$ cat src/hw/rtl/swtt_pkg.sv
package swtt_pkg;

    localparam int SLOT_W  = 4;
    localparam int SLOTS   = 1 << SLOT_W;
    localparam int CNT_W   = SLOT_W + 1;
    localparam int TIME_W  = 40;
    localparam int DELAY_W = 32;
    localparam int TAG_W   = 16;
    localparam int MODE_W  = 2;
    localparam int KIND_W  = 3;

    localparam logic [TIME_W-1:0] TIME_MAX = {TIME_W{1'b1}};

    // Request modes
    localparam logic [MODE_W-1:0] MODE_TICK   = 2'd0;
    localparam logic [MODE_W-1:0] MODE_ADD    = 2'd1;
    localparam logic [MODE_W-1:0] MODE_REMOVE = 2'd2;
    localparam logic [MODE_W-1:0] MODE_UNUSED = 2'd3;

    // Response kinds
    localparam logic [KIND_W-1:0] KIND_FIRED    = 3'd0;
    localparam logic [KIND_W-1:0] KIND_NONE     = 3'd1;
    localparam logic [KIND_W-1:0] KIND_ADDED    = 3'd2;
    localparam logic [KIND_W-1:0] KIND_FULL     = 3'd3;
    localparam logic [KIND_W-1:0] KIND_REMOVED  = 3'd4;
    localparam logic [KIND_W-1:0] KIND_NOTFOUND = 3'd5;

    typedef struct packed {
        logic [MODE_W-1:0]  mode;
        logic [DELAY_W-1:0] delay_val;
        logic               periodic;
        logic [TAG_W-1:0]   user_tag;
        logic [SLOT_W-1:0]  handle;
    } req_t;

    typedef struct packed {
        logic [KIND_W-1:0] kind;
        logic [SLOT_W-1:0] task_handle;
        logic [TAG_W-1:0]  tag_out;
        logic [TIME_W-1:0] time_now;
        logic              last;
    } rsp_t;

    // Commands from the controller to the datapath
    typedef struct packed {
        logic              load_in;
        logic              tick_start;
        logic              rem_start;
        logic              idx_inc;
        logic              sel_last;
        logic              cap_slot;
        logic              fire_step;
        logic              do_add;
        logic              do_remove;
        logic              emit;
        logic [KIND_W-1:0] emit_kind;
        logic              emit_last;
    } dp_cmd_t;

    // Status from the datapath to the controller
    typedef struct packed {
        logic [MODE_W-1:0] mode;
        logic              scan_done;
        logic              fire;
        logic              match;
        logic              full;
        logic              out_free;
        logic              pend_valid;
    } dp_sts_t;

    // Saturating add of a delay to a time value
    function automatic logic [TIME_W-1:0] sat_add(input logic [TIME_W-1:0] base,
                                                  input logic [DELAY_W-1:0] inc);
        logic [TIME_W:0] sum;
        sum = {1'b0, base} + {{(TIME_W + 1 - DELAY_W){1'b0}}, inc};
        return sum[TIME_W] ? TIME_MAX : sum[TIME_W-1:0];
    endfunction

    // Lowest clear bit of the slot-used vector
    function automatic logic [SLOT_W-1:0] first_free(input logic [SLOTS-1:0] used);
        logic [SLOT_W-1:0] idx;
        idx = '0;
        for (int i = SLOTS - 1; i >= 0; i--)
        begin
            if (!used[i])
            begin
                idx = SLOT_W'(i);
            end
        end
        return idx;
    endfunction

endpackage

$ cat src/hw/rtl/swtt_ram.sv
module swtt_ram #(
    parameter int WIDTH = 8,
    parameter int DEPTH = 16
) (
    input  logic                     clk,
    input  logic                     wr_en,
    input  logic [$clog2(DEPTH)-1:0] wr_addr,
    input  logic [WIDTH-1:0]         wr_data,
    input  logic [$clog2(DEPTH)-1:0] rd_addr,
    output logic [WIDTH-1:0]         rd_data
);

    logic [WIDTH-1:0] mem [DEPTH];

    // Write port and registered read port
    always_ff @(posedge clk)
    begin
        if (wr_en)
        begin
            mem[wr_addr] <= wr_data;
        end
        rd_data <= mem[rd_addr];
    end

endmodule

$ cat src/hw/rtl/swtt_dp.sv
module swtt_dp
    import swtt_pkg::*;
(
    input  logic    clk,
    input  logic    rst_n,
    input  req_t    req,
    output rsp_t    rsp,
    output logic    rsp_valid,
    input  logic    rsp_ready,
    input  dp_cmd_t cmd,
    output dp_sts_t sts
);

    req_t              req_reg;
    logic [TIME_W-1:0] time_reg;
    logic [CNT_W-1:0]  idx_reg;
    logic [CNT_W-1:0]  count_reg;
    logic [SLOT_W-1:0] slot_reg;
    logic              pend_valid_reg;
    logic [SLOT_W-1:0] pend_slot_reg;
    logic [TAG_W-1:0]  pend_tag_reg;
    logic [SLOTS-1:0]  used_reg;
    logic [SLOTS-1:0]  armed_reg;
    logic              rsp_valid_reg;
    rsp_t              rsp_reg;

    logic [CNT_W-1:0]   last_idx;
    logic [SLOT_W-1:0]  free_slot;
    logic [SLOT_W-1:0]  order_rd_addr;
    logic               order_wr_en;
    logic [SLOT_W-1:0]  order_wr_addr;
    logic [SLOT_W-1:0]  order_wr_data;
    logic [SLOT_W-1:0]  order_rd_data;
    logic [SLOT_W-1:0]  slot_rd_addr;
    logic [SLOT_W-1:0]  slot_wr_addr;
    logic               due_wr_en;
    logic [TIME_W-1:0]  due_wr_data;
    logic [TIME_W-1:0]  due_rd_data;
    logic [DELAY_W-1:0] period_wr_data;
    logic [DELAY_W-1:0] period_rd_data;
    logic [TAG_W-1:0]   tag_rd_data;
    logic               out_free;
    logic [SLOT_W-1:0]  emit_handle;
    logic [TAG_W-1:0]   emit_tag;

    assign last_idx  = count_reg - CNT_W'(1);
    assign free_slot = first_free(used_reg);
    assign out_free  = !rsp_valid_reg || rsp_ready;

    // Scan order memory: read at the scan index or at the last entry
    assign order_rd_addr = cmd.sel_last ? last_idx[SLOT_W-1:0] : idx_reg[SLOT_W-1:0];
    assign order_wr_en   = cmd.do_add || cmd.do_remove;
    assign order_wr_addr = cmd.do_add ? count_reg[SLOT_W-1:0] : idx_reg[SLOT_W-1:0];
    assign order_wr_data = cmd.do_add ? free_slot : order_rd_data;

    swtt_ram #(.WIDTH(SLOT_W), .DEPTH(SLOTS)) u_order_ram (
        .clk     (clk),
        .wr_en   (order_wr_en),
        .wr_addr (order_wr_addr),
        .wr_data (order_wr_data),
        .rd_addr (order_rd_addr),
        .rd_data (order_rd_data)
    );

    // Per-slot memories: read at the slot just fetched from the scan order
    assign slot_rd_addr   = cmd.cap_slot ? order_rd_data : slot_reg;
    assign slot_wr_addr   = cmd.do_add ? free_slot : slot_reg;
    assign due_wr_en      = cmd.do_add || (cmd.fire_step && (period_rd_data != '0));
    assign due_wr_data    = cmd.do_add ? sat_add(time_reg, req_reg.delay_val)
                                       : sat_add(time_reg, period_rd_data);
    assign period_wr_data = (req_reg.periodic && (req_reg.delay_val != '0))
                            ? req_reg.delay_val : '0;

    swtt_ram #(.WIDTH(TIME_W), .DEPTH(SLOTS)) u_due_ram (
        .clk     (clk),
        .wr_en   (due_wr_en),
        .wr_addr (slot_wr_addr),
        .wr_data (due_wr_data),
        .rd_addr (slot_rd_addr),
        .rd_data (due_rd_data)
    );

    swtt_ram #(.WIDTH(DELAY_W), .DEPTH(SLOTS)) u_period_ram (
        .clk     (clk),
        .wr_en   (cmd.do_add),
        .wr_addr (slot_wr_addr),
        .wr_data (period_wr_data),
        .rd_addr (slot_rd_addr),
        .rd_data (period_rd_data)
    );

    swtt_ram #(.WIDTH(TAG_W), .DEPTH(SLOTS)) u_tag_ram (
        .clk     (clk),
        .wr_en   (cmd.do_add),
        .wr_addr (slot_wr_addr),
        .wr_data (req_reg.user_tag),
        .rd_addr (slot_rd_addr),
        .rd_data (tag_rd_data)
    );

    // Pick the handle and tag of the response being issued
    always_comb
    begin
        emit_handle = '0;
        emit_tag    = '0;
        case (cmd.emit_kind)
            KIND_FIRED:
            begin
                emit_handle = pend_slot_reg;
                emit_tag    = pend_tag_reg;
            end
            KIND_ADDED:   emit_handle = free_slot;
            KIND_REMOVED: emit_handle = req_reg.handle;
            default:
            begin
                emit_handle = '0;
                emit_tag    = '0;
            end
        endcase
    end

    // Control registers: counter, indexes, slot flags, response valid
    always_ff @(posedge clk or negedge rst_n)
    begin
        if (!rst_n)
        begin
            time_reg       <= '0;
            idx_reg        <= '0;
            count_reg      <= '0;
            pend_valid_reg <= 1'b0;
            used_reg       <= '0;
            armed_reg      <= '0;
            rsp_valid_reg  <= 1'b0;
        end
        else
        begin
            if (cmd.tick_start)
            begin
                if (time_reg != TIME_MAX)
                begin
                    time_reg <= time_reg + TIME_W'(1);
                end
                idx_reg        <= '0;
                pend_valid_reg <= 1'b0;
            end
            if (cmd.rem_start)
            begin
                idx_reg <= '0;
            end
            if (cmd.idx_inc)
            begin
                idx_reg <= idx_reg + CNT_W'(1);
            end
            if (cmd.fire_step)
            begin
                pend_valid_reg <= 1'b1;
                if (period_rd_data == '0)
                begin
                    armed_reg[slot_reg] <= 1'b0;
                end
            end
            if (cmd.do_add)
            begin
                used_reg[free_slot]  <= 1'b1;
                armed_reg[free_slot] <= 1'b1;
                count_reg            <= count_reg + CNT_W'(1);
            end
            if (cmd.do_remove)
            begin
                used_reg[req_reg.handle]  <= 1'b0;
                armed_reg[req_reg.handle] <= 1'b0;
                count_reg                 <= last_idx;
            end
            if (cmd.emit)
            begin
                rsp_valid_reg <= 1'b1;
            end
            else if (rsp_ready)
            begin
                rsp_valid_reg <= 1'b0;
            end
        end
    end

    // Payload registers
    always_ff @(posedge clk)
    begin
        if (cmd.load_in)
        begin
            req_reg <= req;
        end
        if (cmd.cap_slot)
        begin
            slot_reg <= order_rd_data;
        end
        if (cmd.fire_step)
        begin
            pend_slot_reg <= slot_reg;
            pend_tag_reg  <= tag_rd_data;
        end
        if (cmd.emit)
        begin
            rsp_reg.kind        <= cmd.emit_kind;
            rsp_reg.task_handle <= emit_handle;
            rsp_reg.tag_out     <= emit_tag;
            rsp_reg.time_now    <= time_reg;
            rsp_reg.last        <= cmd.emit_last;
        end
    end

    assign rsp       = rsp_reg;
    assign rsp_valid = rsp_valid_reg;

    // Status to the controller
    assign sts.mode       = req_reg.mode;
    assign sts.scan_done  = (idx_reg == count_reg);
    assign sts.fire       = armed_reg[slot_reg] && (due_rd_data <= time_reg);
    assign sts.match      = (order_rd_data == req_reg.handle);
    assign sts.full       = (&used_reg) || (count_reg >= CNT_W'(SLOTS));
    assign sts.out_free   = out_free;
    assign sts.pend_valid = pend_valid_reg;

endmodule

$ cat src/hw/rtl/swtt_ctrl.sv
module swtt_ctrl
    import swtt_pkg::*;
(
    input  logic    clk,
    input  logic    rst_n,
    input  logic    req_valid,
    output logic    req_ready,
    input  dp_sts_t sts,
    output dp_cmd_t cmd
);

    localparam logic [3:0] ST_IDLE      = 4'd0;
    localparam logic [3:0] ST_DISPATCH  = 4'd1;
    localparam logic [3:0] ST_SCAN_CHK  = 4'd2;
    localparam logic [3:0] ST_SCAN_SLOT = 4'd3;
    localparam logic [3:0] ST_SCAN_EVAL = 4'd4;
    localparam logic [3:0] ST_TICK_END  = 4'd5;
    localparam logic [3:0] ST_ADD       = 4'd6;
    localparam logic [3:0] ST_REM_CHK   = 4'd7;
    localparam logic [3:0] ST_REM_CMP   = 4'd8;
    localparam logic [3:0] ST_REM_LAST  = 4'd9;
    localparam logic [3:0] ST_REM_WR    = 4'd10;
    localparam logic [3:0] ST_NONE_OUT  = 4'd11;

    logic [3:0] state_reg;
    logic [3:0] state_next;

    assign req_ready = (state_reg == ST_IDLE);

    // Sequence one request: tick scan, add, remove search or no-op
    always_comb
    begin
        state_next = state_reg;
        cmd        = '0;
        unique case (state_reg)
            ST_IDLE:
            begin
                if (req_valid)
                begin
                    cmd.load_in = 1'b1;
                    state_next  = ST_DISPATCH;
                end
            end
            ST_DISPATCH:
            begin
                unique case (sts.mode)
                    MODE_TICK:
                    begin
                        cmd.tick_start = 1'b1;
                        state_next     = ST_SCAN_CHK;
                    end
                    MODE_ADD: state_next = ST_ADD;
                    MODE_REMOVE:
                    begin
                        cmd.rem_start = 1'b1;
                        state_next    = ST_REM_CHK;
                    end
                    default: state_next = ST_NONE_OUT;
                endcase
            end
            ST_SCAN_CHK:
            begin
                state_next = sts.scan_done ? ST_TICK_END : ST_SCAN_SLOT;
            end
            ST_SCAN_SLOT:
            begin
                cmd.cap_slot = 1'b1;
                state_next   = ST_SCAN_EVAL;
            end
            ST_SCAN_EVAL:
            begin
                if (!sts.fire)
                begin
                    cmd.idx_inc = 1'b1;
                    state_next  = ST_SCAN_CHK;
                end
                else if (!sts.pend_valid || sts.out_free)
                begin
                    // Release the previous firing, hold this one back
                    cmd.fire_step = 1'b1;
                    cmd.idx_inc   = 1'b1;
                    cmd.emit      = sts.pend_valid;
                    cmd.emit_kind = KIND_FIRED;
                    cmd.emit_last = 1'b0;
                    state_next    = ST_SCAN_CHK;
                end
            end
            ST_TICK_END:
            begin
                if (sts.out_free)
                begin
                    cmd.emit      = 1'b1;
                    cmd.emit_kind = sts.pend_valid ? KIND_FIRED : KIND_NONE;
                    cmd.emit_last = 1'b1;
                    state_next    = ST_IDLE;
                end
            end
            ST_ADD:
            begin
                if (sts.out_free)
                begin
                    cmd.do_add    = !sts.full;
                    cmd.emit      = 1'b1;
                    cmd.emit_kind = sts.full ? KIND_FULL : KIND_ADDED;
                    cmd.emit_last = 1'b1;
                    state_next    = ST_IDLE;
                end
            end
            ST_REM_CHK:
            begin
                if (!sts.scan_done)
                begin
                    state_next = ST_REM_CMP;
                end
                else if (sts.out_free)
                begin
                    cmd.emit      = 1'b1;
                    cmd.emit_kind = KIND_NOTFOUND;
                    cmd.emit_last = 1'b1;
                    state_next    = ST_IDLE;
                end
            end
            ST_REM_CMP:
            begin
                if (sts.match)
                begin
                    state_next = ST_REM_LAST;
                end
                else
                begin
                    cmd.idx_inc = 1'b1;
                    state_next  = ST_REM_CHK;
                end
            end
            ST_REM_LAST:
            begin
                cmd.sel_last = 1'b1;
                state_next   = ST_REM_WR;
            end
            ST_REM_WR:
            begin
                cmd.sel_last = 1'b1;
                if (sts.out_free)
                begin
                    cmd.do_remove = 1'b1;
                    cmd.emit      = 1'b1;
                    cmd.emit_kind = KIND_REMOVED;
                    cmd.emit_last = 1'b1;
                    state_next    = ST_IDLE;
                end
            end
            ST_NONE_OUT:
            begin
                if (sts.out_free)
                begin
                    cmd.emit      = 1'b1;
                    cmd.emit_kind = KIND_NONE;
                    cmd.emit_last = 1'b1;
                    state_next    = ST_IDLE;
                end
            end
            default: state_next = ST_IDLE;
        endcase
    end

    always_ff @(posedge clk or negedge rst_n)
    begin
        if (!rst_n)
        begin
            state_reg <= ST_IDLE;
        end
        else
        begin
            state_reg <= state_next;
        end
    end

endmodule

$ cat src/hw/rtl/software_timer_table.sv
// Software timer table with sixteen task slots and a 40-bit millisecond counter.
// One request is handled at a time; req_ready is high only between requests, while
// a finished response may still wait in the output register. Every response shows
// the counter value after its request, and last marks the final response of a
// request. An add needs no search, a remove searches the scan order entry by
// entry until the match or the end of the list, and a tick walks all listed
// tasks in scan order. Each entry of a tick takes two dependent registered RAM
// reads, first the scan order and then the slot's due time, period and tag, and
// a due entry waits while the previous fired response cannot yet leave the output
// register. Each fired response is released when the next due task is found or
// at scan end. No clearing pass follows reset: slot memories are read only after
// an add.
module software_timer_table
    import swtt_pkg::*;
(
    input  logic clk,
    input  logic rst_n,
    input  logic req_valid,
    output logic req_ready,
    input  req_t req,
    output logic rsp_valid,
    input  logic rsp_ready,
    output rsp_t rsp
);

    dp_cmd_t cmd;
    dp_sts_t sts;

    swtt_ctrl u_ctrl (
        .clk       (clk),
        .rst_n     (rst_n),
        .req_valid (req_valid),
        .req_ready (req_ready),
        .sts       (sts),
        .cmd       (cmd)
    );

    swtt_dp u_dp (
        .clk       (clk),
        .rst_n     (rst_n),
        .req       (req),
        .rsp       (rsp),
        .rsp_valid (rsp_valid),
        .rsp_ready (rsp_ready),
        .cmd       (cmd),
        .sts       (sts)
    );

endmodule

$ cat config.mk
export PLATFORM = sky130hd
export DESIGN_NAME = software_timer_table
export DESIGN_NICKNAME = d
export VERILOG_FILES = /design/src/hw/rtl/swtt_pkg.sv /design/src/hw/rtl/swtt_ram.sv /design/src/hw/rtl/swtt_dp.sv /design/src/hw/rtl/swtt_ctrl.sv /design/src/hw/rtl/software_timer_table.sv
export SDC_FILE = /design/constraint.sdc
export NUM_CORES = 2
export LEC_CHECK = 0
export BUFFER_PORTS_ARGS = -buffer_cell sky130_fd_sc_hd__buf_2
export CORE_UTILIZATION = 30
export DETAILED_ROUTE_END_ITERATION = 10
export PLACE_DENSITY = 0.49
export SETUP_SLACK_MARGIN = 0.15
export SYNTH_ARGS = -nofsm -noshare
export SYNTH_HDL_FRONTEND = slang
export SYNTH_HIERARCHICAL = 1
export SYNTH_SLANG_ARGS = --single-unit
$ cat constraint.sdc
create_clock -name clk -period 7.2 [get_ports clk]
set_input_delay 2.16 -clock clk [delete_from_list [all_inputs] [get_ports clk]]
set_output_delay 2.16 -clock clk [all_outputs]
set_load 0.05 [all_outputs]
==> flow_summary.json <==
{
  "dp_hpwl_um": 131400,
  "fin_setup_tns_ns": 0,
  "worst-r2r-setup-slack_ns": 1.08,
  "placement.io_buffers": 124,
  "clock-root-buffer": "clkbuf_16",
  "static-leakage-power_nw": 27.70,
  "first_global_vias": 38146,
  "slew_violations": 0,
  "chipWidth_um": 494.1,
  "worst_setup_path_endpoint": "u_dp/u_due_ram/mem[3][38]$_DFFE_PP_",
  "grt_pass1_wl_um": 289400,
  "flow.area_growth_from_synthesis_pct": 15.39,
  "tightestPinTransition_ns": 1.220,
  "route.final.wire_length_um": 204600,
  "netlist_top_cells_area": "edfxtp_1, mux4_2, mux4_1",
  "hold_viol_final": 0,
  "hold_slack_ns": 0.4046,
  "grt_max_degree": 117,
  "globalRoute.totalOverflow": 0,
  "ff_latch_area_mm2": 0.05250,
  "synth_cells": 3925,
  "die_h_um": 494.1,
  "core-area_mm2": 0.2408,
  "global_route.usage.total_pct": 16.60,
  "die_area_mm2": 0.2442,
  "synthMuxAreaShare_pct": 12.26,
  "cp_max_fo": 30,
  "period_share_pct": 84.95,
  "synth_top_family_by_area": "multiplexers",
  "synth-compound-area-share_pct": 5.643,
  "max-slew-margin-rel_pct": 18.26,
  "final_stage_net_count": 4352,
  "cp-end-kind": "flop",
  "utilization_after_layout_pct": 34.82,
  "vdd_ir_drop_max_v": 0.0003558,
  "status": "completed",
  "rr_endpoint": "u_dp/u_due_ram/mem[3][38]$_DFFE_PP_",
  "finalNonFillerCells": 7528,
  "mappedNetlistArea_mm2": 0.07266,
  "most_common_cell_after_layout_fill_and_taps_aside": "edfxtp_1",
  "cts_setup_buffers": 0,
  "skew_ns": 0.06029,
  "fmaxAchievable_mhz": 163.5,
  "clk_transition_reported_paths_ns": 0.06,
  "yosys.area_share.adder_pct": 1.967,
  "critical_setup_path_class": "reg -> reg",
  "most_area_hungry_cell_type_in_the_yosys_netlist": "edfxtp_1",
  "vias_per_cell": 5.081,
  "dpl.cell_count": 7179,
  "worstSetupStartpoint": "u_dp/time_reg[10]$_DFFE_PN0P_",
  "syn_area_per_cell_um2": 18.51,
  "top_regs": "u_dp/u_due_ram/mem: 640 flops, u_dp/u_period_ram/mem: 512 flops, u_dp/u_tag_ram/mem: 256 flops",
  "layout-drive-gt1-share_pct": 21.52,
  "ys_seq_elements": 1795,
  "final_cell_mix": "edfxtp_1, mux4_2, a22oi_1",
  "post_synth_edffs": 1611,
  "cts_inserted_buffers": 184,
  "design.portCount": 125,
  "synthesis.yosys.warnings": 6,
  "worstHoldPathType": "reg -> reg",
  "post-route-min-period_ns": 6.117,
  "synth-seq-area-share_pct": 72.26,
  "synth_fp_nets": 4097,
  "routed-via-count": 38252,
  "timing.reg2reg.worst_path_depth": 18,
  "htree_levels": 4,
  "flip_flop_count_of_the_largest_register_all_copies_and_words_added": 640,
  "yosysUniqueCellTypes": 97,
  "cts_tree": "built",
  "timing.hold.worst.start": "u_dp/u_tag_ram/rd_data[12]$_DFF_P_",
  "top_register": "u_dp/u_due_ram/mem",
  "yosys.area_share.simple_pct": 4.632,
  "synth_top_area_share_pct": 66.58,
  "worstPathArrival_ns": 6.60,
  "timing.critical_path.from_type": "flop",
  "route.antenna.remaining_nets": 0,
  "rsz_0062_raised_after_global_routing": "no",
  "cts_repair_resize_count": 0,
  "cts_hold_repair.buffers": 0,
  "drt_pre_antenna_iters": 6,
  "power_density_mw_per_mm2": 411.5,
  "wl_per_cell_um": 27.17,
  "clkLatencyLatePin_ns": 0.84,
  "initial_core_util_pct": 30.18,
  "drt_iter0_markers": 3534,
  "multiInputGateArea_mm2": 0.01920,
  "finalSetupViolations": 0,
  "maxCapViolCount": 0,
  "async_flop_share_pct": 4.903,
  "clock_sink_count": 1795,
  "grt_antenna_before_repair": 11,
  "ys_dominant_reg_cell": "edfxtp_1",
  "reg_to_reg_start": "u_dp/time_reg[10]$_DFFE_PN0P_",
  "num-fill-cells": 22452,
  "gp_congestion": 0.8721,
  "placement_rows": 180,
  "drc_errors": 0,
  "post_synth_xor_area_fraction_pct": 1.350,
  "worst_ep_required_time_ns": 7.68,
  "cts.path.max_buffers": 3
}
[cell families after synthesis]
family | count (synthesis)
adder cells (fa/ha/maj) | 113
multiplexers | 391
AND/OR/NAND/NOR | 674
XOR/XNOR | 112
AO/OA/AOI/OAI | 585
buffers and inverters | 255
flip-flops | 1795
[worst max-delay path, stage by stage, from the launching register on]
cell and delay (ns):
dfrtp_1 0.50, inv_1 0.13, ha_1 0.33, a21o_1 0.19, a21o_1 0.18, a211o_1 0.29, a21o_1 0.17, a21oi_1 0.32
o221ai_1 0.32, a221o_1 0.41, a221oi_1 0.30, a21o_1 0.26, nand3_1 0.16, nor2_4 0.14, o21ai_0 0.35, nand2b_1 0.30
or3b_2 0.60, nor2_4 0.44, buf_12 0.34
[metal layers]
| metal | GRT usage (%) | vias to the layer above | routed length (um) |
|---|---|---|---|
| met4 | 4.742 | 2 | 5326 |
| met5 | 0 | - | 16 |
| met2 | 25.94 | 1187 | 94740 |
| met1 | 23.64 | 20306 | 92700 |
| met3 | 2.926 | 236 | 11770 |
| li1 | - | 16521 | - |
[cells in the mapped netlist (all sizes together), types with 59 or more instances]
cell type,instances
a21oi,102
a22oi,208
and2,59
buf,87
clkbuf,92
dfrtp,88
dfxtp,96
edfxtp,1611
ha,111
inv,76
mux4,373
nand2,181
nand3,61
nor2,146
o21ai,73
xnor2,77
[cell type report]
class / count / area share [%]
clock buffer: 256 / 6.044
timing repair buffer: 248 / 2.212
tap: 3185 / 4.753
antenna: 7 / 0.02089
inverter: 76 / 0.3403
sequential: 1795 / 62.62
multi-input combinational: 1875 / 22.90
clock inverter: 86 / 1.110
[how the worst min path moves through the flow]
| stage | end | cells after the start |
|---|---|---|
| final | u_dp/pend_tag_reg[12]$_DFFE_PP_ | 0 |
| after global routing | u_dp/pend_tag_reg[14]$_DFFE_PP_ | 0 |
| after detailed placement | u_dp/pend_tag_reg[2]$_DFFE_PP_ | 0 |
| after floorplan | u_dp/pend_tag_reg[0]$_DFFE_PP_ | 0 |
| after CTS | u_dp/pend_tag_reg[14]$_DFFE_PP_ | 0 |
| after global placement | u_dp/pend_tag_reg[5]$_DFFE_PP_ | 0 |
[report_power, final]
group / internal [mW] / switching, mW / leakage [nW]
registers: 13.0 / 0.798 / 16.7
logic: 4.13 / 7.11 / 8.11
clock network: 5.41 / 4.08 / 2.93
[per-stage QoR]
| step | total power, mW | area, um2 | setup WS [ns] |
|---|---|---|---|
| 2_1_floorplan | 21.03 | 72690 | -0.1723 |
| 3_3_place_gp | 25.38 | 77820 | 1.225 |
| 3_5_place_dp | 25.41 | 77820 | 1.183 |
| 4_1_cts | 34.98 | 83820 | 1.164 |
| 5_1_grt | 35.94 | 83820 | 0.9112 |
| 6_report | 34.50 | 83840 | 1.083 |
Note: power is estimated with default switching activity, not from simulation.
